`src/rtl/srsw_pkg.sv`:
```
// srsw_pkg: shared types, codes and default sizes for the selective-repeat
// sender window. No dependencies; imported by the interfaces and all modules.
`timescale 1ns / 1ps

package srsw_pkg;

  localparam int BUF_DEPTH_DEF    = 8;
  localparam int SEQ_BITS_DEF     = 8;
  localparam int PAYLOAD_BITS_DEF = 64;

  localparam int WLEN_W  = 4;
  localparam int SEQ_W   = 8;
  localparam int PAY_W   = 64;

  // item kinds
  localparam logic [1:0] KIND_SEND    = 2'd0;
  localparam logic [1:0] KIND_ACK     = 2'd1;
  localparam logic [1:0] KIND_TIMEOUT = 2'd2;

  // timer requests
  localparam logic [1:0] TMR_NONE    = 2'd0;
  localparam logic [1:0] TMR_START   = 2'd1;
  localparam logic [1:0] TMR_STOP    = 2'd2;
  localparam logic [1:0] TMR_RESTART = 2'd3;

  // ack verdicts
  localparam logic [2:0] ACK_NONE    = 3'd0;
  localparam logic [2:0] ACK_CORRUPT = 3'd1;
  localparam logic [2:0] ACK_BASE    = 3'd2;
  localparam logic [2:0] ACK_OOO     = 3'd3;
  localparam logic [2:0] ACK_IGNORED = 3'd4;

  localparam logic [WLEN_W-1:0] WLEN_RESET = 4'd4;

  typedef struct packed {
    logic [1:0]       kind;
    logic [PAY_W-1:0] payload;
    logic [SEQ_W-1:0] seq_in;
    logic             ack_checksum_ok;
  } in_item_t;

  typedef struct packed {
    logic             accepted;
    logic             tx_valid;
    logic [SEQ_W-1:0] tx_seq;
    logic [PAY_W-1:0] tx_payload;
    logic [1:0]       timer_cmd;
    logic [SEQ_W-1:0] timer_seq;
    logic [2:0]       ack_result;
    logic             waiting;
    logic [SEQ_W-1:0] window_base;
  } out_item_t;

  typedef enum logic [2:0] {
    ST_IDLE,
    ST_DECODE,
    ST_SLIDE,
    ST_READ,
    ST_EMIT
  } state_t;

endpackage

```
`src/rtl/srsw_ifs.sv`:
```
// srsw_ifs: valid/ready channel interfaces for input and result items.
// Depends on srsw_pkg for the item structs.
`timescale 1ns / 1ps

interface srsw_in_if import srsw_pkg::*; ();
  logic     valid;
  logic     ready;
  in_item_t item;

  modport source (output valid, output item, input ready);
  modport sink   (input valid, input item, output ready);
endinterface

interface srsw_out_if import srsw_pkg::*; ();
  logic      valid;
  logic      ready;
  out_item_t item;

  modport source (output valid, output item, input ready);
  modport sink   (input valid, input item, output ready);
endinterface

```
`src/rtl/srsw_ring.sv`:
```
// srsw_ring: ring buffer memory holding sequence number and payload per slot,
// one write port, one read port with registered read data. Uses srsw_pkg.
`timescale 1ns / 1ps

module srsw_ring import srsw_pkg::*; #(
  parameter int DEPTH = BUF_DEPTH_DEF,
  parameter int WIDTH = SEQ_BITS_DEF + PAYLOAD_BITS_DEF
) (
  input  logic                     clk,
  input  logic                     wr_en,
  input  logic [$clog2(DEPTH)-1:0] wr_addr,
  input  logic [WIDTH-1:0]         wr_data,
  input  logic [$clog2(DEPTH)-1:0] rd_addr,
  output logic [WIDTH-1:0]         rd_data
);

  logic [WIDTH-1:0] mem [DEPTH];
  logic [WIDTH-1:0] rd_data_r;

  always_ff @(posedge clk) begin
    if (wr_en) begin
      mem[wr_addr] <= wr_data;
    end
    rd_data_r <= mem[rd_addr];
  end

  assign rd_data = rd_data_r;

endmodule

```
`src/rtl/selective_repeat_sender_window_top.sv`:
```
// selective_repeat_sender_window_top: sender window sequencer with ack bits,
// window counters and result register. Uses srsw_pkg, srsw_ifs, srsw_ring.
`timescale 1ns / 1ps

// Selective-repeat sender window.
// in_ch carries send, ack and timeout items; out_ch returns one result item
// for each input item: transmit request, timer request, ack verdict, and the
// waiting flag and window base after the item. cfg_we/cfg_wdata write the
// window length; the user must write it only while the block is idle, which
// the block itself does not enforce. One item at a time: in_ch.ready is
// high only while the sequencer is idle. A send, ack or ignored item passes
// through a decode state and an emit state before its result is registered.
// A timeout that resends adds a read state for the registered ring read. An
// ack for the window base adds slide states that step over each acknowledged
// entry in turn, then a final check.
// Reset (synchronous, rst_n low) empties the window: base and next sequence
// at 0, all ack bits clear, waiting low, window length 4. Ring contents need
// no clearing since only outstanding entries are ever read.
// While out_ch stalls, one finished result waits in the output register and
// the next item is still taken and worked on; it then holds in its emit
// cycle until the output register frees.

module selective_repeat_sender_window_top import srsw_pkg::*; #(
  parameter int BUF_DEPTH    = BUF_DEPTH_DEF,
  parameter int SEQ_BITS     = SEQ_BITS_DEF,
  parameter int PAYLOAD_BITS = PAYLOAD_BITS_DEF
) (
  input  logic              clk,
  input  logic              rst_n,
  input  logic              cfg_we,
  input  logic [WLEN_W-1:0] cfg_wdata,
  srsw_in_if.sink           in_ch,
  srsw_out_if.source        out_ch
);

  localparam int SW     = $clog2(BUF_DEPTH);
  localparam int HALF   = 2 ** (SEQ_BITS - 1);
  localparam int CAP    = (BUF_DEPTH < HALF) ? BUF_DEPTH : HALF;
  localparam int MEM_W  = SEQ_BITS + PAYLOAD_BITS;

  state_t state_r, state_nxt;

  logic [SEQ_BITS-1:0]     base_r, base_nxt;
  logic [SEQ_BITS-1:0]     next_r, next_nxt;
  logic                    wait_r, wait_nxt;
  logic [SW-1:0]           bslot_r, bslot_nxt;
  logic [BUF_DEPTH-1:0]    acked_r;
  logic [WLEN_W-1:0]       wlen_r;

  logic [1:0]              kind_r;
  logic [PAYLOAD_BITS-1:0] pay_r;
  logic [SEQ_BITS-1:0]     seq_r;
  logic                    ck_r;

  out_item_t               res_r, res_nxt;
  out_item_t               out_r, out_nxt;
  logic                    out_valid_r, out_valid_nxt;
  logic                    out_load;

  logic                    ack_we;
  logic [SW-1:0]           ack_idx;
  logic                    ack_val;

  logic                    mem_we;
  logic [SW-1:0]           mem_wa;
  logic [SW-1:0]           mem_ra;
  logic [MEM_W-1:0]        mem_rd;

  logic [SEQ_BITS-1:0]     outstanding;
  logic [SEQ_BITS-1:0]     off;
  logic [SEQ_BITS-1:0]     wl_ext;
  logic [SEQ_BITS-1:0]     weff;
  logic [SEQ_BITS-1:0]     slot_off;
  logic [SW:0]             slot_sum;
  logic [SW-1:0]           slot;

  srsw_ring #(
    .DEPTH (BUF_DEPTH),
    .WIDTH (MEM_W)
  ) u_ring (
    .clk     (clk),
    .wr_en   (mem_we),
    .wr_addr (mem_wa),
    .wr_data ({next_r, pay_r}),
    .rd_addr (mem_ra),
    .rd_data (mem_rd)
  );

  // window arithmetic, all offsets taken from the base
  always_comb begin
    outstanding = next_r - base_r;
    off         = seq_r - base_r;
    wl_ext      = SEQ_BITS'(wlen_r);
    if (wl_ext > SEQ_BITS'(CAP)) begin
      weff = SEQ_BITS'(CAP);
    end else if (wl_ext == '0) begin
      weff = SEQ_BITS'(1);
    end else begin
      weff = wl_ext;
    end
    // shared slot adder: offset is below BUF_DEPTH whenever the slot is used
    slot_off = (kind_r == KIND_SEND) ? outstanding : off;
    slot_sum = (SW+1)'(bslot_r) + (SW+1)'(slot_off);
    if (slot_sum >= (SW+1)'(BUF_DEPTH)) begin
      slot = SW'(slot_sum - (SW+1)'(BUF_DEPTH));
    end else begin
      slot = SW'(slot_sum);
    end
  end

  assign out_load = (state_r == ST_EMIT) && (!out_valid_r || out_ch.ready);

  always_comb begin
    state_nxt     = state_r;
    base_nxt      = base_r;
    next_nxt      = next_r;
    wait_nxt      = wait_r;
    bslot_nxt     = bslot_r;
    res_nxt       = res_r;
    ack_we        = 1'b0;
    ack_idx       = slot;
    ack_val       = 1'b0;
    mem_we        = 1'b0;
    mem_wa        = slot;
    mem_ra        = slot;
    out_valid_nxt = out_valid_r;

    if (out_valid_r && out_ch.ready) begin
      out_valid_nxt = 1'b0;
    end

    unique case (state_r)
      ST_IDLE: begin
        if (in_ch.valid) begin
          res_nxt   = '0;
          state_nxt = ST_DECODE;
        end
      end
      ST_DECODE: begin
        state_nxt = ST_EMIT;
        unique case (kind_r)
          KIND_SEND: begin
            if (!wait_r && outstanding < weff) begin
              mem_we             = 1'b1;
              ack_we             = 1'b1;
              ack_val            = 1'b0;
              res_nxt.accepted   = 1'b1;
              res_nxt.tx_valid   = 1'b1;
              res_nxt.tx_seq     = SEQ_W'(next_r);
              res_nxt.tx_payload = PAY_W'(pay_r);
              res_nxt.timer_cmd  = TMR_START;
              res_nxt.timer_seq  = SEQ_W'(next_r);
              next_nxt           = next_r + SEQ_BITS'(1);
              if (outstanding + SEQ_BITS'(1) == weff) begin
                wait_nxt = 1'b1;
              end
            end
          end
          KIND_ACK: begin
            priority if (!ck_r) begin
              res_nxt.ack_result = ACK_CORRUPT;
            end else if (off == '0 && outstanding != '0) begin
              ack_we             = 1'b1;
              ack_idx            = bslot_r;
              ack_val            = 1'b1;
              res_nxt.timer_cmd  = TMR_STOP;
              res_nxt.timer_seq  = SEQ_W'(seq_r);
              res_nxt.ack_result = ACK_BASE;
              state_nxt          = ST_SLIDE;
            end else if (off != '0 && off < outstanding && !acked_r[slot]) begin
              ack_we             = 1'b1;
              ack_val            = 1'b1;
              res_nxt.timer_cmd  = TMR_STOP;
              res_nxt.timer_seq  = SEQ_W'(seq_r);
              res_nxt.ack_result = ACK_OOO;
            end else begin
              res_nxt.ack_result = ACK_IGNORED;
            end
          end
          KIND_TIMEOUT: begin
            if (off < outstanding && !acked_r[slot]) begin
              res_nxt.tx_valid  = 1'b1;
              res_nxt.timer_cmd = TMR_RESTART;
              res_nxt.timer_seq = SEQ_W'(seq_r);
              state_nxt         = ST_READ;
            end
          end
          default: begin
          end
        endcase
      end
      ST_SLIDE: begin
        // one acknowledged entry leaves the window per cycle
        if (outstanding != '0 && acked_r[bslot_r]) begin
          ack_we    = 1'b1;
          ack_idx   = bslot_r;
          ack_val   = 1'b0;
          bslot_nxt = (bslot_r == SW'(BUF_DEPTH - 1)) ? '0 : bslot_r + SW'(1);
          base_nxt  = base_r + SEQ_BITS'(1);
        end else begin
          wait_nxt  = 1'b0;
          state_nxt = ST_EMIT;
        end
      end
      ST_READ: begin
        res_nxt.tx_seq     = SEQ_W'(mem_rd[MEM_W-1:PAYLOAD_BITS]);
        res_nxt.tx_payload = PAY_W'(mem_rd[PAYLOAD_BITS-1:0]);
        state_nxt          = ST_EMIT;
      end
      ST_EMIT: begin
        if (out_load) begin
          out_valid_nxt = 1'b1;
          state_nxt     = ST_IDLE;
        end
      end
      default: begin
        state_nxt = ST_IDLE;
      end
    endcase
  end

  // result item with the window state after the item
  always_comb begin
    out_nxt             = res_r;
    out_nxt.waiting     = wait_r;
    out_nxt.window_base = SEQ_W'(base_r);
  end

  always_ff @(posedge clk) begin
    if (!rst_n) begin
      state_r     <= ST_IDLE;
      base_r      <= '0;
      next_r      <= '0;
      wait_r      <= 1'b0;
      bslot_r     <= '0;
      acked_r     <= '0;
      wlen_r      <= WLEN_RESET;
      out_valid_r <= 1'b0;
    end else begin
      state_r     <= state_nxt;
      base_r      <= base_nxt;
      next_r      <= next_nxt;
      wait_r      <= wait_nxt;
      bslot_r     <= bslot_nxt;
      out_valid_r <= out_valid_nxt;
      if (ack_we) begin
        acked_r[ack_idx] <= ack_val;
      end
      if (cfg_we) begin
        wlen_r <= cfg_wdata;
      end
    end
  end

  // item and result payload registers
  always_ff @(posedge clk) begin
    if (state_r == ST_IDLE && in_ch.valid) begin
      kind_r <= in_ch.item.kind;
      pay_r  <= PAYLOAD_BITS'(in_ch.item.payload);
      seq_r  <= SEQ_BITS'(in_ch.item.seq_in);
      ck_r   <= in_ch.item.ack_checksum_ok;
    end
    res_r <= res_nxt;
    if (out_load) begin
      out_r <= out_nxt;
    end
  end

  assign in_ch.ready  = (state_r == ST_IDLE);
  assign out_ch.valid = out_valid_r;
  assign out_ch.item  = out_r;

endmodule

```
`src/flat_wrapper.sv`:
```
// flat-port wrapper written by rule: the top's interface ports become plain ports
module selective_repeat_sender_window_top_flat import srsw_pkg::*;
#(
  parameter int BUF_DEPTH    = BUF_DEPTH_DEF,
  parameter int SEQ_BITS     = SEQ_BITS_DEF,
  parameter int PAYLOAD_BITS = PAYLOAD_BITS_DEF
)
  (clk, rst_n, cfg_we, cfg_wdata, in_ch_valid, in_ch_item, in_ch_ready, out_ch_valid, out_ch_item, out_ch_ready);
  srsw_in_if in_ch_i ();
  srsw_out_if out_ch_i ();
  input  logic clk;
  input  logic rst_n;
  input  logic cfg_we;
  input  logic [WLEN_W-1:0] cfg_wdata;
  input wire logic [$bits(in_ch_i.valid)-1:0] in_ch_valid;
  input wire logic [$bits(in_ch_i.item)-1:0] in_ch_item;
  output wire logic [$bits(in_ch_i.ready)-1:0] in_ch_ready;
  output wire logic [$bits(out_ch_i.valid)-1:0] out_ch_valid;
  output wire logic [$bits(out_ch_i.item)-1:0] out_ch_item;
  input wire logic [$bits(out_ch_i.ready)-1:0] out_ch_ready;
  assign in_ch_i.valid = in_ch_valid;
  assign in_ch_i.item = in_ch_item;
  assign in_ch_ready = in_ch_i.ready;
  assign out_ch_valid = out_ch_i.valid;
  assign out_ch_item = out_ch_i.item;
  assign out_ch_i.ready = out_ch_ready;
  selective_repeat_sender_window_top #(.BUF_DEPTH(BUF_DEPTH), .SEQ_BITS(SEQ_BITS), .PAYLOAD_BITS(PAYLOAD_BITS)) u_core (.clk(clk), .rst_n(rst_n), .cfg_we(cfg_we), .cfg_wdata(cfg_wdata), .in_ch(in_ch_i), .out_ch(out_ch_i));
endmodule
```
`config.mk`:
```
export PLATFORM = sky130hd
export DESIGN_NAME = selective_repeat_sender_window_top_flat
export DESIGN_NICKNAME = d
export VERILOG_FILES = /design/src/rtl/srsw_pkg.sv /design/src/rtl/srsw_ifs.sv /design/src/rtl/srsw_ring.sv /design/src/rtl/selective_repeat_sender_window_top.sv /design/src/flat_wrapper.sv
export SDC_FILE = /design/constraint.sdc
export NUM_CORES = 1
export LEC_CHECK = 0
export BUFFER_PORTS_ARGS = -buffer_cell sky130_fd_sc_hd__buf_2
export CAP_MARGIN = 5
export CELL_PAD_IN_SITES_DETAIL_PLACEMENT = 1
export CELL_PAD_IN_SITES_GLOBAL_PLACEMENT = 2
export CORE_MARGIN = 4
export CORE_UTILIZATION = 35
export CTS_CLUSTER_SIZE = 40
export DETAILED_ROUTE_END_ITERATION = 7
export PLACE_DENSITY = 0.68
export SLEW_MARGIN = 20
export SYNTH_ARGS = -nofsm -noshare
export SYNTH_HDL_FRONTEND = slang
export SYNTH_HIERARCHICAL = 1
export SYNTH_SLANG_ARGS = --single-unit
```
`constraint.sdc`:
```
create_clock -name clk -period 17 [get_ports clk]
set_clock_uncertainty 0.15 [all_clocks]
set_input_delay 1.7 -clock clk [delete_from_list [all_inputs] [get_ports clk]]
set_output_delay 1.7 -clock clk [all_outputs]
set_load 0.1 [all_outputs]
```
==> impl_metrics.csv <==
group,metric,value,unit
clocking,cts_tree,"yes",
clocking,cts_sinks,942,
global_routing,grt_max_degree,154,
sta,rsz0062_at_grt,"no",
floorplan,initial_utilization,35.3,%
setup_path,cp-start-kind,"flop",
logic_synthesis,synth.distinct_cells,68,
clocking,clockRootBuffer,"clkbuf_16",
setup_path,path_class,"reg2reg",
layout,stdcell_area,41100,µm²
clocking,cts_buffers,97,
route,wire_per_inst,23.4,µm
job,max-cap-violations,0,
global_routing,grt_pass1_wl,118000,µm
layout,utilization,41.1,%
setup_path,crit-reg2reg-capture,"u_core/u_ring/mem[5][21]$_DFFE_PP_",
route,first_pass_iters,5,
layout,drive_above_1_share,29.7,%
floorplan,coreArea,100000,µm²
global_routing,grt_antenna_before_repair,0,
route,via_count,16733,
power_and_ir_drop,irDropWorstVdd,0.131,mV
setup_path,critical_path.endpoint_type,"flop",
clocking,post-cts-setup-buffers,0,
min_path,min_from,"u_core/out_nxt[20]$_SDFFCE_PN0P_",
placed_design,pre_cts_slack,11010,ps
logic_synthesis,syn-num-nets,1821,
floorplan,die_y,326,µm
clocking,postCtsHoldBufs,0,
setup_path,r2r-start,"u_core/next_r[0]$_SDFFE_PN0P_",
logic_synthesis,synth_edf_count,834,
logic_synthesis,ys_seq_elements,942,
route,via_per_inst,5.04,
route,finalWirelength,77700,µm
min_path,min_to,"u_core/out_ch.item[20]$_DFFE_PP_",
floorplan,pin_count,182,
layout,syn_to_final_growth,16.3,%
placed_design,dpl.hpwl,45500,µm
setup_path,worstPathMaxFanout,153,
global_routing,overflow,0,
sta,tightest_slew,1120,ps
floorplan,num_rows,116,
setup_path,cp.arrival,6010,ps
route,drt-initial-drc-count,914,
logic_synthesis,async_reset_ff_share,0,%
floorplan,die_w,326,µm
power_and_ir_drop,powerDensity,128,nW/µm²
sta,setup_viol,0,
logic_synthesis,ys_seq_area_share,77.1,%
route,drcViolationCount,0,
sta,slew_violations,0,
clocking,ctsHtreeMaxLevel,3,
setup_path,ff2ff_setup_slack,11110,ps
logic_synthesis,synth_cells,1700,
logic_synthesis,synthFlopType,"edfxtp_1",
clocking,clk_pin_slew,60,ps
logic_synthesis,syn_area,35300,µm²
clocking,clk_latency,650,ps
clocking,cts_resized,0,
sta,slew_headroom,25.7,%
setup_path,required,17120,ps
global_routing,grt_pass1_vias,18504,
floorplan,dieArea,106000,µm²
sta,post-route-period-util,34.6,%
placed_design,port_buffers,181,
sta,hold_violations,0,
outcome,outcome,"completed",
power_and_ir_drop,finalPower,5.24,mW
placed_design,placed_area,37800,µm²
sta,max_freq,0.170,GHz
layout,n_antenna_cell,0,
sta,fin_tns_setup,0,ps
placed_design,gp_congestion,0.774,
logic_synthesis,yosys_warnings,6,
layout,fin_nets,2057,
route,postRouteAntennaNets,0,
setup_path,r2r_cells,12,
min_path,hold_path_class,"reg2reg",
min_path,hold_depth,0,
sta,finalCriticalPeriod,5890,ps
logic_synthesis,synth.avg_cell_area,20.8,µm²
sta,setup_ws,11110,ps
power_and_ir_drop,power_leakage,13.8,nW
global_routing,grt_use_total,14.6,%
clocking,clockBufferDepth,3,
layer usage:
layer  track usage, %  vias up  part of all wire, %
li1                 -     7381                    -
met1             19.5     8944                   44
met2             24.9      312                   50
met3             2.58       96                  3.8
met4             3.47        0                  1.8
met5                0        -                    0
synth_stat cells (all sizes together) (11+ instances only):
cell	n	area [µm²]
edfxtp	834	25000
mux4	147	3310
dfxtp	108	2160
mux2	74	1060
a22o	71	622
nor2	58	218
buf	36	279
nand2	36	135
ha	34	425
clkbuf	33	126
inv	32	120
a21oi	28	140
xnor2	20	183
o21ai	18	90.1
nor2b	14	87.6
mux2i	13	130
o211ai	11	96.3
cells in the final DEF (no fill, tap or decap), types with 18 or more instances in the layout:
cell,count
clkbuf_1,28
ha_1,33
xnor2_1,18
edfxtp_1,834
buf_2,181
mux4_2,147
clkbuf_16,99
mux2_4,60
nor2_1,50
o21ai_0,18
a21oi_1,28
a22o_1,71
buf_4,21
dfxtp_1,108
nand2_1,36
inv_1,30
sequential cells by signal, summed over array words and instances (netlist names), 3 cells and up:
name,count
u_core/acked_r,8
u_core/base_r,8
u_core/bslot_r,3
u_core/next_r,8
u_core/out_ch.item,96
u_core/out_nxt,87
u_core/pay_r,64
u_core/seq_r,8
u_core/state_r,3
u_core/u_ring/mem,576
u_core/u_ring/rd_data,72
u_core/wlen_r,4
cell families (layout without fill, tap and decap cells):
logic type               Yosys count  count (layout)  synth area share, %
flip-flops                       942             942                 77.1
multiplexers                     234             234                 12.8
AO/OA/AOI/OAI                    181             181                 4.06
AND/OR/NAND/NOR                  173             173                 2.42
buffers and inverters            103             422                 1.51
adder cells (fa/ha/maj)           38              38                 1.41
XOR/XNOR                          29              29                0.741
worst max-delay path by stage:
stage                                        startpoint                            endpoint  slack, ps  cells after the start
after global placement    u_core/next_r[0]$_SDFFE_PN0P_  u_core/u_ring/mem[5][25]$_DFFE_PP_      11040                     12
after global routing      u_core/next_r[0]$_SDFFE_PN0P_  u_core/u_ring/mem[5][31]$_DFFE_PP_      10760                     12
after detailed placement  u_core/next_r[0]$_SDFFE_PN0P_  u_core/u_ring/mem[5][26]$_DFFE_PP_      11010                     12
after CTS                 u_core/next_r[0]$_SDFFE_PN0P_  u_core/u_ring/mem[5][21]$_DFFE_PP_      11000                     12
final                     u_core/next_r[0]$_SDFFE_PN0P_  u_core/u_ring/mem[5][21]$_DFFE_PP_      11110                     12
after floorplan           u_core/next_r[0]$_SDFFE_PN0P_   u_core/u_ring/mem[4][0]$_DFFE_PP_       8740                     10
metrics by stage:
step | instances | hold WS, ps
6_report | 3317 | 269
5_1_grt | 3317 | 274
4_1_cts | 3317 | 267
3_5_place_dp | 3135 | 256
3_3_place_gp | 3133 | 254
2_1_floorplan | 1700 | 250
cell type report:
class / instances / area, µm²
fillers: 9503 / 59000
flip-flops and latches: 942 / 27200
multi-input cells: 655 / 7640
clock buffers: 140 / 2760
well taps: 1298 / 1620
repair buffers: 206 / 1160
clock inverters: 42 / 527
inverters: 34 / 138
power breakdown:
group	leakage, nW	total [mW]	switching, mW	internal (mW)
clock network	1.60	2.15	0.878	1.27
logic	3.62	0.386	0.232	0.153
registers	8.56	2.70	0.0650	2.64
total	13.8	5.24	1.18	4.06
worst max-delay path, stage by stage, from the launching register on:
cell	delay, ps
dfxtp_1	420
inv_1	180
ha_1	190
inv_1	70
fa_1	610
mux2i_1	160
fa_1	430
xnor2_1	260
xnor2_2	180
buf_12	670
nand2_1	440
nor2_4	750
buf_4	870
Power figures use the tool's default switching activity.
